[config.mk]
export PLATFORM = sky130hd
export DESIGN_NAME = did_response_value_decoder_top
export DESIGN_NICKNAME = d
export VERILOG_FILES = /design/src/drvd_pkg.sv /design/src/did_response_value_decoder_top.sv
export SDC_FILE = /design/constraint.sdc
export NUM_CORES = 2
export LEC_CHECK = 0
export BUFFER_PORTS_ARGS = -buffer_cell sky130_fd_sc_hd__buf_2
export CORE_UTILIZATION = 60
export DETAILED_ROUTE_END_ITERATION = 6
export GPL_TIMING_DRIVEN = 0
export PLACE_DENSITY = 0.79
export REMOVE_ABC_BUFFERS = 1
export SYNTH_ARGS = -nofsm -noshare
export SYNTH_HDL_FRONTEND = slang
export SYNTH_SLANG_ARGS = --single-unit
[constraint.sdc]
create_clock -name clk -period 10.3 [get_ports clk]
set_clock_uncertainty 0.05 [all_clocks]
set_input_delay 1.03 -clock clk [delete_from_list [all_inputs] [get_ports clk]]
set_output_delay 1.03 -clock clk [all_outputs]
set_load 0.01 [all_outputs]
[src/drvd_pkg.sv]
// Shared types and constants for the data-identifier response value decoder.
package drvd_pkg;

    typedef enum logic [2:0] {
        ST_OK         = 3'd0,
        ST_BAD_CFG    = 3'd1,
        ST_UNMAPPED   = 3'd2,
        ST_SHORT      = 3'd3,
        ST_UNEXPECTED = 3'd4
    } status_t;

    // register indexes, byte address = 8 * index
    localparam logic [2:0] REG_MAPPED       = 3'd0;
    localparam logic [2:0] REG_DID_VALUE    = 3'd1;
    localparam logic [2:0] REG_VALUE_BYTES  = 3'd2;
    localparam logic [2:0] REG_ENCODING     = 3'd3;
    localparam logic [2:0] REG_SCALE_FACTOR = 3'd4;
    localparam logic [2:0] REG_VALUE_OFFSET = 3'd5;

    localparam logic [7:0] RESP_CODE = 8'h62;
    localparam logic [2:0] HDR_LEN   = 3'd3;
    localparam logic [2:0] CNT_MAX   = 3'd7;

    localparam logic [63:0] SAT_POS = 64'h7fff_ffff_ffff_ffff;
    localparam logic [63:0] SAT_NEG = 64'h8000_0000_0000_0000;

endpackage

[src/did_response_value_decoder_top.sv]
// Data-identifier response decoder: byte stream in, scaled value and status out.
//
// Response bytes arrive on the s_axis channel one word per cycle, tlast on the
// final byte of a message. Every byte is taken as soon as it is offered while
// the result pipe has room; only the byte carrying tlast produces a word on
// m_axis: {scaled_value, status}. Byte 0 must be 0x62 and bytes 1..2 the
// configured identifier, high byte first; value bytes follow from byte 3.
// m_axis_tvalid rises once the result has passed the check/sign stage, which loads
// on the edge that takes the last byte, then the multiply stage, then the offset
// add with saturation stage.
// Throughput: one byte per cycle while m_axis_tready keeps the pipe moving, set by
// the three result stages each moving on when the stage behind it is free.
// A stall on m_axis_tready holds the output word; the stages behind it fill,
// and s_axis_tready drops only when all three hold a result.
// Reset clears the configuration registers, the message state and all valid
// flags. Configuration is written over the APB port (8-byte register stride);
// the user writes it only while no message is in flight, which the block does not enforce.
module did_response_value_decoder_top #(
    parameter int MAX_VALUE_BYTES = 4
) (
    input  logic        clk,
    input  logic        rst_n,
    // APB configuration
    input  logic        psel,
    input  logic        penable,
    input  logic        pwrite,
    input  logic [5:0]  paddr,
    input  logic [63:0] pwdata,
    output logic [63:0] prdata,
    output logic        pready,
    // input stream
    input  logic        s_axis_tvalid,
    output logic        s_axis_tready,
    input  logic [7:0]  s_axis_tdata,   // [7:0] pdu_byte
    input  logic        s_axis_tlast,   // last_byte
    // result stream
    output logic        m_axis_tvalid,
    input  logic        m_axis_tready,
    output logic [71:0] m_axis_tdata    // [2:0] status, [66:3] scaled_value, [71:67] zero
);

    localparam int ACC_W = 8 * MAX_VALUE_BYTES;

    // ---------------- configuration ----------------
    logic               mapped_reg;
    logic [15:0]        did_value_reg;
    logic [2:0]         value_bytes_reg;
    logic [1:0]         encoding_reg;
    logic signed [31:0] scale_factor_reg;
    logic signed [47:0] value_offset_reg;

    logic       cfg_write;
    logic [2:0] cfg_index;

    assign pready    = 1'b1;
    assign cfg_write = psel && penable && pwrite && pready;
    assign cfg_index = paddr[5:3];

    always_ff @(posedge clk or negedge rst_n)
    begin
        if (!rst_n)
        begin
            mapped_reg       <= 1'b0;
            did_value_reg    <= '0;
            value_bytes_reg  <= '0;
            encoding_reg     <= '0;
            scale_factor_reg <= '0;
            value_offset_reg <= '0;
        end
        else if (cfg_write)
        begin
            unique case (cfg_index)
                drvd_pkg::REG_MAPPED:       mapped_reg       <= pwdata[0];
                drvd_pkg::REG_DID_VALUE:    did_value_reg    <= pwdata[15:0];
                drvd_pkg::REG_VALUE_BYTES:  value_bytes_reg  <= pwdata[2:0];
                drvd_pkg::REG_ENCODING:     encoding_reg     <= pwdata[1:0];
                drvd_pkg::REG_SCALE_FACTOR: scale_factor_reg <= pwdata[31:0];
                drvd_pkg::REG_VALUE_OFFSET: value_offset_reg <= pwdata[47:0];
                default: ;
            endcase
        end
    end

    always_comb
    begin
        unique case (cfg_index)
            drvd_pkg::REG_MAPPED:       prdata = {63'd0, mapped_reg};
            drvd_pkg::REG_DID_VALUE:    prdata = {48'd0, did_value_reg};
            drvd_pkg::REG_VALUE_BYTES:  prdata = {61'd0, value_bytes_reg};
            drvd_pkg::REG_ENCODING:     prdata = {62'd0, encoding_reg};
            drvd_pkg::REG_SCALE_FACTOR: prdata = {32'd0, scale_factor_reg};
            drvd_pkg::REG_VALUE_OFFSET: prdata = {16'd0, value_offset_reg};
            default:                    prdata = '0;
        endcase
    end

    // ---------------- pipe control ----------------
    logic p1_valid_reg, p2_valid_reg, out_valid_reg;
    logic out_free, p2_free, p1_free;
    logic s_accept;

    assign out_free      = !out_valid_reg || m_axis_tready;
    assign p2_free       = !p2_valid_reg || out_free;
    assign p1_free       = !p1_valid_reg || p2_free;
    assign s_axis_tready = p1_free;
    assign s_accept      = s_axis_tvalid && s_axis_tready;
    assign m_axis_tvalid = out_valid_reg;

    // ---------------- message state ----------------
    logic [2:0]       byte_count_reg, byte_count_next;
    logic             header_match_reg, header_match_next;
    logic [ACC_W-1:0] raw_acc_reg, raw_acc_next;
    logic [1:0]       val_k;
    logic             val_take;

    assign val_k    = 2'(byte_count_reg - drvd_pkg::HDR_LEN);
    assign val_take = (byte_count_reg >= drvd_pkg::HDR_LEN)
                   && (byte_count_reg < drvd_pkg::CNT_MAX)
                   && ({1'b0, val_k} < value_bytes_reg);

    always_comb
    begin
        header_match_next = header_match_reg;
        raw_acc_next      = raw_acc_reg;
        if (byte_count_reg == 3'd0)
        begin
            if (s_axis_tdata != drvd_pkg::RESP_CODE)
                header_match_next = 1'b0;
        end
        else if (byte_count_reg == 3'd1)
        begin
            if (s_axis_tdata != did_value_reg[15:8])
                header_match_next = 1'b0;
        end
        else if (byte_count_reg == 3'd2)
        begin
            if (s_axis_tdata != did_value_reg[7:0])
                header_match_next = 1'b0;
        end
        else if (val_take)
        begin
            if (encoding_reg[1])
            begin
                for (int j = 0; j < MAX_VALUE_BYTES; j++)
                begin
                    if (int'(val_k) == j)
                        raw_acc_next[8*j +: 8] = raw_acc_reg[8*j +: 8] | s_axis_tdata;
                end
            end
            else
            begin
                raw_acc_next = (raw_acc_reg << 8) | ACC_W'(s_axis_tdata);
            end
        end
        byte_count_next = (byte_count_reg < drvd_pkg::CNT_MAX) ? byte_count_reg + 3'd1
                                                                : byte_count_reg;
    end

    always_ff @(posedge clk or negedge rst_n)
    begin
        if (!rst_n)
        begin
            byte_count_reg   <= '0;
            header_match_reg <= 1'b1;
            raw_acc_reg      <= '0;
        end
        else if (s_accept)
        begin
            if (s_axis_tlast)
            begin
                byte_count_reg   <= '0;
                header_match_reg <= 1'b1;
                raw_acc_reg      <= '0;
            end
            else
            begin
                byte_count_reg   <= byte_count_next;
                header_match_reg <= header_match_next;
                raw_acc_reg      <= raw_acc_next;
            end
        end
    end

    // ---------------- final checks, width and sign ----------------
    logic                 cfg_ok;
    drvd_pkg::status_t    status_next;
    logic [ACC_W:0]       rv_bits;
    logic                 rv_sign;

    always_comb
    begin
        if (mapped_reg)
            cfg_ok = (value_bytes_reg >= 3'd1)
                  && (value_bytes_reg <= 3'(MAX_VALUE_BYTES))
                  && (scale_factor_reg != 32'sd0);
        else
            cfg_ok = (value_bytes_reg == 3'd0);

        if (!cfg_ok)
            status_next = drvd_pkg::ST_BAD_CFG;
        else if (!mapped_reg)
            status_next = drvd_pkg::ST_UNMAPPED;
        else if ({1'b0, byte_count_next} < {1'b0, drvd_pkg::HDR_LEN} + {1'b0, value_bytes_reg})
            status_next = drvd_pkg::ST_SHORT;
        else if (!header_match_next)
            status_next = drvd_pkg::ST_UNEXPECTED;
        else
            status_next = drvd_pkg::ST_OK;

        // keep the low value_bytes bytes, sign-extend from the top one if signed
        rv_sign = 1'b0;
        for (int j = 0; j < MAX_VALUE_BYTES; j++)
        begin
            if (j == int'(value_bytes_reg) - 1)
                rv_sign = raw_acc_next[8*j + 7] && encoding_reg[0];
        end
        rv_bits = {rv_sign, {ACC_W{1'b0}}};
        for (int j = 0; j < MAX_VALUE_BYTES; j++)
        begin
            if (j < int'(value_bytes_reg))
                rv_bits[8*j +: 8] = raw_acc_next[8*j +: 8];
            else
                rv_bits[8*j +: 8] = {8{rv_sign}};
        end
        // a failed message carries zeros so the result comes out as zero
        if (status_next != drvd_pkg::ST_OK)
            rv_bits = '0;
    end

    // stage 1 registers
    drvd_pkg::status_t  p1_status_reg;
    logic signed [ACC_W:0] p1_rv_reg;
    logic signed [31:0] p1_scale_reg;
    logic signed [47:0] p1_offset_reg;

    // stage 2 registers
    drvd_pkg::status_t  p2_status_reg;
    logic signed [63:0] p2_prod_reg;
    logic signed [47:0] p2_offset_reg;

    // output registers
    drvd_pkg::status_t  out_status_reg;
    logic [63:0]        out_value_reg;

    logic signed [ACC_W+32:0] mul_full;
    logic signed [64:0]       sum_full;
    logic [63:0]              sat_value;

    assign mul_full = p1_rv_reg * p1_scale_reg;
    assign sum_full = 65'(p2_prod_reg) + 65'(p2_offset_reg);

    always_comb
    begin
        case (sum_full[64:63])
            2'b01:   sat_value = drvd_pkg::SAT_POS;
            2'b10:   sat_value = drvd_pkg::SAT_NEG;
            default: sat_value = sum_full[63:0];
        endcase
    end

    always_ff @(posedge clk or negedge rst_n)
    begin
        if (!rst_n)
        begin
            p1_valid_reg  <= 1'b0;
            p2_valid_reg  <= 1'b0;
            out_valid_reg <= 1'b0;
        end
        else
        begin
            if (p1_free)
                p1_valid_reg <= s_accept && s_axis_tlast;
            if (p2_free)
                p2_valid_reg <= p1_valid_reg;
            if (out_free)
                out_valid_reg <= p2_valid_reg;
        end
    end

    always_ff @(posedge clk)
    begin
        if (p1_free && s_accept && s_axis_tlast)
        begin
            p1_status_reg <= status_next;
            p1_rv_reg     <= rv_bits;
            p1_scale_reg  <= scale_factor_reg;
            p1_offset_reg <= (status_next == drvd_pkg::ST_OK) ? value_offset_reg : 48'sd0;
        end
        if (p2_free && p1_valid_reg)
        begin
            p2_status_reg <= p1_status_reg;
            p2_prod_reg   <= 64'(mul_full);
            p2_offset_reg <= p1_offset_reg;
        end
        if (out_free && p2_valid_reg)
        begin
            out_status_reg <= p2_status_reg;
            out_value_reg  <= sat_value;
        end
    end

    assign m_axis_tdata = {5'd0, out_value_reg, out_status_reg};

    // ---------------- assertions ----------------
    a_count_steps: assert property (@(posedge clk) disable iff (!rst_n)
        s_accept && !s_axis_tlast && byte_count_reg != drvd_pkg::CNT_MAX
        |=> byte_count_reg == $past(byte_count_reg) + 3'd1)
        else $error("byte count did not advance on a taken byte");

    a_msg_clear: assert property (@(posedge clk) disable iff (!rst_n)
        s_accept && s_axis_tlast |=> byte_count_reg == 3'd0 && header_match_reg)
        else $error("message state not cleared after last byte");

    a_fail_zero: assert property (@(posedge clk) disable iff (!rst_n)
        p1_valid_reg && p1_status_reg != drvd_pkg::ST_OK
        |-> p1_rv_reg == 0 && p1_offset_reg == 0)
        else $error("failed message carries nonzero operands");

    a_out_zero: assert property (@(posedge clk) disable iff (!rst_n)
        out_valid_reg && out_status_reg != drvd_pkg::ST_OK |-> out_value_reg == 64'd0)
        else $error("nonzero value with failing status");

endmodule

### After elaboration in Yosys (flattened, before gate mapping)

Index checks and enable logic that the tools add are counted.

* output and inout bits: 139
* input port bits: 86
* logic and storage cells: 130
* flip-flop bits (word level): 439

* reductions and logical operators: 36
* $add $sub $neg: 5
* multiply operators: 1
* mux-type cells: 34
* $lt $le $gt $ge: 10
* bitwise operators: 5
* equal/unequal tests: 18

Operators with widths (count)
* one-hot mux 48 bit (6 select lines): 1
* two-way mux 32 bit: 6
* one-hot mux 64 bit (2 select lines): 1
* adder 64 x 48 -> 65 bit: 1
* multiplier 33 x 32 -> 64 bit: 1
* two-way mux 8 bit: 8
* zero test 32 bit: 1
* OR 32 x 8 -> 32 bit: 1
* OR 8 bit: 4
* nonzero test 32 bit: 1
* two-way mux 3 bit: 6
* logical AND 1 bit: 16
* != test 8 bit: 2
* zero test 3 bit: 4
* two-way mux 1 bit: 12
* AND reduction 2 bit: 6
* == test 3 x 2 -> 1 bit (second input constant): 3
* == test 3 x 4 -> 1 bit (first input constant): 2
* != test 8 x 7 -> 1 bit (second input constant): 1
* == test 2 bit (second input constant): 3
* == test 3 x 1 -> 1 bit (second input constant): 2
* == test 3 bit (second input constant): 2
* less-than comparator 1 x 3 -> 1 bit (first input constant): 2
* less-than comparator 2 x 3 -> 1 bit (first input constant): 2
* other kinds (16): 21

### Logic depth before layout (Yosys ltp)

* word-level depth: 14
* mapped depth: 27
* depth with buffers taken out: 27

### Least setup slack after synthesis

Ideal clock, no wire load.

* kind: reg2reg
* from: reg p1_rv_reg[32]
* to: reg p2_prod_reg[63], data pin
* data required time: 9.981 ns
* slack: 2.453 ns
* arrival time: 7.528 ns
* cell stages (with the launch flop): 28
* path buffers: 1
* clock period less this slack: 7.847 ns
* setup time: 0.269 ns
* path through: edfxtp_1 clkbuf_1 nand2_1 inv_1 fa_1 inv_1 fa_1 inv_1 fa_1 fa_1 inv_1 fa_1 inv_1 fa_1 inv_1 fa_1 fa_1 inv_1 ha_1 a21o_1 a21oi_1 o21bai_1 a21o_1 a21oi_1 o21ai_0 and3_1 a2111oi_0 nand3_1

* cells in the longest elaborated chain, start to end: 1

RTL lines
* from (decl): RTL line did_response_value_decoder_top.sv:232 `logic signed [ACC_W:0] p1_rv_reg;`
* from (signal assigned): RTL line did_response_value_decoder_top.sv:285 `p1_rv_reg <= rv_bits;`
* multiplier 33 x 32 -> 64 bit: RTL line did_response_value_decoder_top.sv:249 `assign mul_full = p1_rv_reg * p1_scale_reg;`
* named net mul_full[63]: RTL line did_response_value_decoder_top.sv:245 `logic signed [ACC_W+32:0] mul_full;`
* to (signal assigned): RTL line did_response_value_decoder_top.sv:292 `p2_prod_reg <= 64'(mul_full);`
* to (decl): RTL line did_response_value_decoder_top.sv:238 `logic signed [63:0] p2_prod_reg;`

The timed path passes the listed nets, and every way through them passes these cells.
A chain may end at the register's enable or synchronous reset.

### Worst setup path after layout

* from: reg p1_rv_reg[32]
* to: reg p2_prod_reg[61], data pin

Same word-level chain as after synthesis.

==> run summary <==
The flow ran to the end, but the final reports show violations. The checks that failed: DRC, capacitance limit, slew limit. The cell total after placement came out at 6,880.

The critical setup path kind is register to register. The final layout contains routed wiring with a total length of 160.6 mm. Counting the fill cells in the layout gives 7,157. The initial core utilization came out at 0.6089.

The synthesized area came out at 58,110 um^2. The detailed-router iteration count before antenna repair came out at 7. The max-capacitance violation count is 5. After detailed routing, the number of vias per cell comes to around 6. The post-synthesis compound-gate area fraction came out at 0.07618. The simple-gate portion of the synthesized area came out at 0.1382. The shortest clock period the worst path allows after layout is around 9.7 ns. The final net count is 7,149. The number of buffer cells added on primary ports is 183. Dividing the detail-routed wire length by the instance count gives 22.94 um. Of the total synthesized cell area, the portion taken by XOR and XNOR cells is 0.02110. Setup violations remaining at the end of the flow were counted as 0. During I/O placement, the number of pins put on the boundary was 225. Once layout is complete, the cells apart from fillers number ~7k.

The cell that appears most often on the critical path is sky130_fd_sc_hd__fa_1. The maximum number of pins on one net before global-route repair is 98. The maximum level of the CTS H-tree is 2.

Counting the buffers created by CTS gives 48. The number of global-route vias before repair is 45.32k. The distinct cell type count of the synthesized netlist came out at 82. The placement-stage cell area came out at 60,690 um^2. The vias after detailed routing came out at 41.81k.

The core region is about 95,000 um^2. The storage element area came out at 12,480 um^2. Once detail routing completed, the nets flagged for antenna violations numbered 0. The synthesized area divided by synthesized cell count came out at 10.21 um^2. For this run, the number of Yosys warnings is 0. Walking the worst path, the cells encountered are nand2_1 -> inv_1 -> fa_1 -> inv_1 -> fa_1 -> inv_1 -> fa_1 -> fa_1 -> inv_1 -> fa_1 -> inv_1 -> fa_1 -> inv_1 -> fa_1 -> inv_1 -> fa_1 -> ha_1 -> nand2_1 -> or4_1 -> o32a_1 -> a21boi_1 -> a31oi_1 -> o211ai_1. The CTS tree is yes. The multi-input combinational cells in the finished layout cover a total of between 40,000 and 50,000 um^2. In this run the worst hold path is classified as input pin to async pin. The required time reported for the critical path endpoint is around 11 ns. The initial antenna violation count was 10.

The iteration-0 DRC count of the detailed router is 4,172. The biggest area contributor in the post-synthesis netlist is sky130_fd_sc_hd__fa_1. The total global-route track usage came out at 0.3353. The total global routing overflow came out at 0. Counting along the longest clock path gives a buffer depth of 3.

The count of pins over their slew limit came out at between 90 and 100. The vertical extent of the die is 313.2 um. The design area is 63,020 um^2. Of the post-synthesis cell area, the part taken by muxes is 0.02280. Dividing the final minimum period by the clock period gives 0.9411. The top cell types in the final layout, fill and taps aside, are 1,103 x sky130_fd_sc_hd__fa_1, 1,021 x sky130_fd_sc_hd__inv_1, 679 x sky130_fd_sc_hd__nand2_1. The post-synthesis to final-layout area growth is 8.443%. The top-area cell type share of the netlist area came out at 0.3803. Setup repair after global routing left no endpoint under its margin.

The root buffer cell chosen for the clock tree is sky130_fd_sc_hd__clkbuf_16. The critical path arrival is 10.05 ns. The top achievable clock speed came out at between 0.1 and 0.15 GHz. STA classifies the critical path endpoint as a register. Among all stages on the critical path, the largest delay is contributed by sky130_fd_sc_hd__fa_1.

Along the worst path, the maximum fanout reaches 18. The commonest register cell after synthesis is sky130_fd_sc_hd__edfxtp_1. The largest single stage delay on the critical path is 1.06 ns. The clock sink total came out at 439. The die extent in x came out at 313.2 um. The fraction of the core area covered by cells at the end of the flow is 0.6603.

The clock input transition at the sequential cells of the worst setup and hold paths came out at about 0.060 ns. The synthesized netlist cell count is 5,691. The global-route wire length before repair came out at roughly 250 mm. In the post-synthesis netlist, the biggest area contributors are sky130_fd_sc_hd__fa_1 38%, sky130_fd_sc_hd__edfxtp_1 15%, sky130_fd_sc_hd__inv_1 6.6%.

After legalization and detailed placement, the total HPWL measured 121.2 mm. The largest family of logic cells by synthesized area is adder cells. The worst slew slack as a fraction of its limit is -0.02861. The actual transition at the worst max-transition pin is 1.543 ns. The congestion estimate from routability-driven global placement came to 0.9323. Of the total synthesized cell area, the portion taken by full adders, half adders and majority gates is 0.4376. The sequential-to-total area share from yosys stat is 0.2147. The fraction of final layout cells with drive strength greater than 1 came out at 0.08533.

The worst hold slack across all endpoints is 0.3373 ns. The post-CTS setup buffer count is 0. The later-pin clock latency in the skew report is 0.63 ns.

The worst setup path is launched from a register. The library cell used most frequently in the layout, excluding fill and tap cells, is sky130_fd_sc_hd__fa_1. The full die area is 98,100 um^2. The hold violation total from the final report came out at 0. The residual DRC count is 2.

The async set-reset flop share out of synthesis is 0.3212. The count of standard-cell rows came out at 113. The number of enable flip-flop cells after synthesis is slightly below 300. The count of hold buffers inserted by post-cts repair is 0. After synthesis the netlist holds a flip-flop and latch count of roughly 440. Gates resized during post-CTS repair numbered 0.
## Yosys cell counts, types with 6 or more instances
cell type,instances
sky130_fd_sc_hd__o211ai_1,14
sky130_fd_sc_hd__o21a_1,9
sky130_fd_sc_hd__nor3_1,19
sky130_fd_sc_hd__o21ai_1,6
sky130_fd_sc_hd__nand4_1,31
sky130_fd_sc_hd__xnor2_1,78
sky130_fd_sc_hd__buf_1,12
sky130_fd_sc_hd__and3_1,34
sky130_fd_sc_hd__ha_1,266
sky130_fd_sc_hd__a21o_1,120
sky130_fd_sc_hd__a31oi_1,23
sky130_fd_sc_hd__a22o_1,16
sky130_fd_sc_hd__nand2_1,680
sky130_fd_sc_hd__a211oi_1,12
sky130_fd_sc_hd__buf_4,22
sky130_fd_sc_hd__nor2b_1,23
sky130_fd_sc_hd__mux2_2,113
sky130_fd_sc_hd__xor2_1,62
sky130_fd_sc_hd__and4_1,6
sky130_fd_sc_hd__o21bai_1,21
sky130_fd_sc_hd__edfxtp_1,298
sky130_fd_sc_hd__dfrtp_1,140
sky130_fd_sc_hd__o211a_1,25
sky130_fd_sc_hd__and2_1,592
sky130_fd_sc_hd__nor3b_1,6
sky130_fd_sc_hd__nand3_1,36
sky130_fd_sc_hd__nand2b_1,24
sky130_fd_sc_hd__o21ai_0,101
sky130_fd_sc_hd__or3_1,8
sky130_fd_sc_hd__a21oi_1,173
sky130_fd_sc_hd__clkbuf_1,295
sky130_fd_sc_hd__fa_1,1104
sky130_fd_sc_hd__inv_1,1022
sky130_fd_sc_hd__nor4_1,16
sky130_fd_sc_hd__o221ai_1,9
sky130_fd_sc_hd__o22ai_1,30
sky130_fd_sc_hd__a31o_2,9
sky130_fd_sc_hd__nor2_1,110
sky130_fd_sc_hd__a22oi_1,30
sky130_fd_sc_hd__o31ai_1,10
## critical path, delay by kind of cell, from the launching register on
| family | cells | cell delay, ns |
|---|---|---|
| AO/OA/AOI/OAI | 4 | 1.18 |
| flip-flops | 1 | 0.99 |
| buffers and inverters | 7 | 1.28 |
| adder cells (fa/ha/maj) | 9 | 4.99 |
| AND/OR/NAND/NOR | 3 | 0.99 |
## final timing paths
check	startpoint	end	slack, ns	cells after the start
max in group asynchronous	rst_n	value_offset_reg[2]	8.98	2
hold reg to reg	p1_offset_reg[37]	p2_offset_reg[37]	0.37	0
hold / removal	rst_n	scale_factor_reg[31]	0.34	1
min in group clk	p1_offset_reg[37]	p2_offset_reg[37]	0.37	0
setup / recovery	p1_rv_reg[32]	p2_prod_reg[61]	0.61	23
setup reg to reg	p1_rv_reg[32]	p2_prod_reg[61]	0.61	23
## per-layer routing
layer  wire length [um]  global-route usage  vias up
li1                   -                   -    17713
met1              60340              0.4402    21087
met2              72510              0.5194     2488
met3              19760              0.1020      517
met4               7946              0.1429        4
met5                 27                   0        -
## area by class of cell
class / instances / area share
timing repair buffer: 267 / 0.04571
clock inverter: 24 / 0.005103
multi-input combinational: 3914 / 0.6438
antenna: 5 / 0.0001986
clock buffer: 64 / 0.02101
sequential: 439 / 0.1980
tap: 1265 / 0.02512
inverter: 1023 / 0.06102
## metrics by stage
| step | setup TNS [ns] | setup WS, ns |
|---|---|---|
| 3_5_place_dp | 0 | 0.2228 |
| 3_3_place_gp | -6.412 | -1.111 |
| 4_1_cts | 0 | 0.1773 |
| 5_1_grt | 0 | 0.08134 |
| 2_1_floorplan | 0 | 2.343 |
| 6_report | 0 | 0.6063 |
## kinds of logic (layout without fill, tap and decap cells)
kind of cell               count (synthesis)  count (layout)
and+or+nand+nor                         1602            1602
adders and majority gates               1370            1370
buffers and inverters                   1358            1378
AOI/OAI and AO/OA                        663             663
DFF                                      439             439
xor gates and xnor gates                 140             140
muxes                                    117             117
other                                      2              27
Power is left out: the tool's default activity adds up to more than one toggle a clock period on the data nets, which glitch-free logic cannot reach.
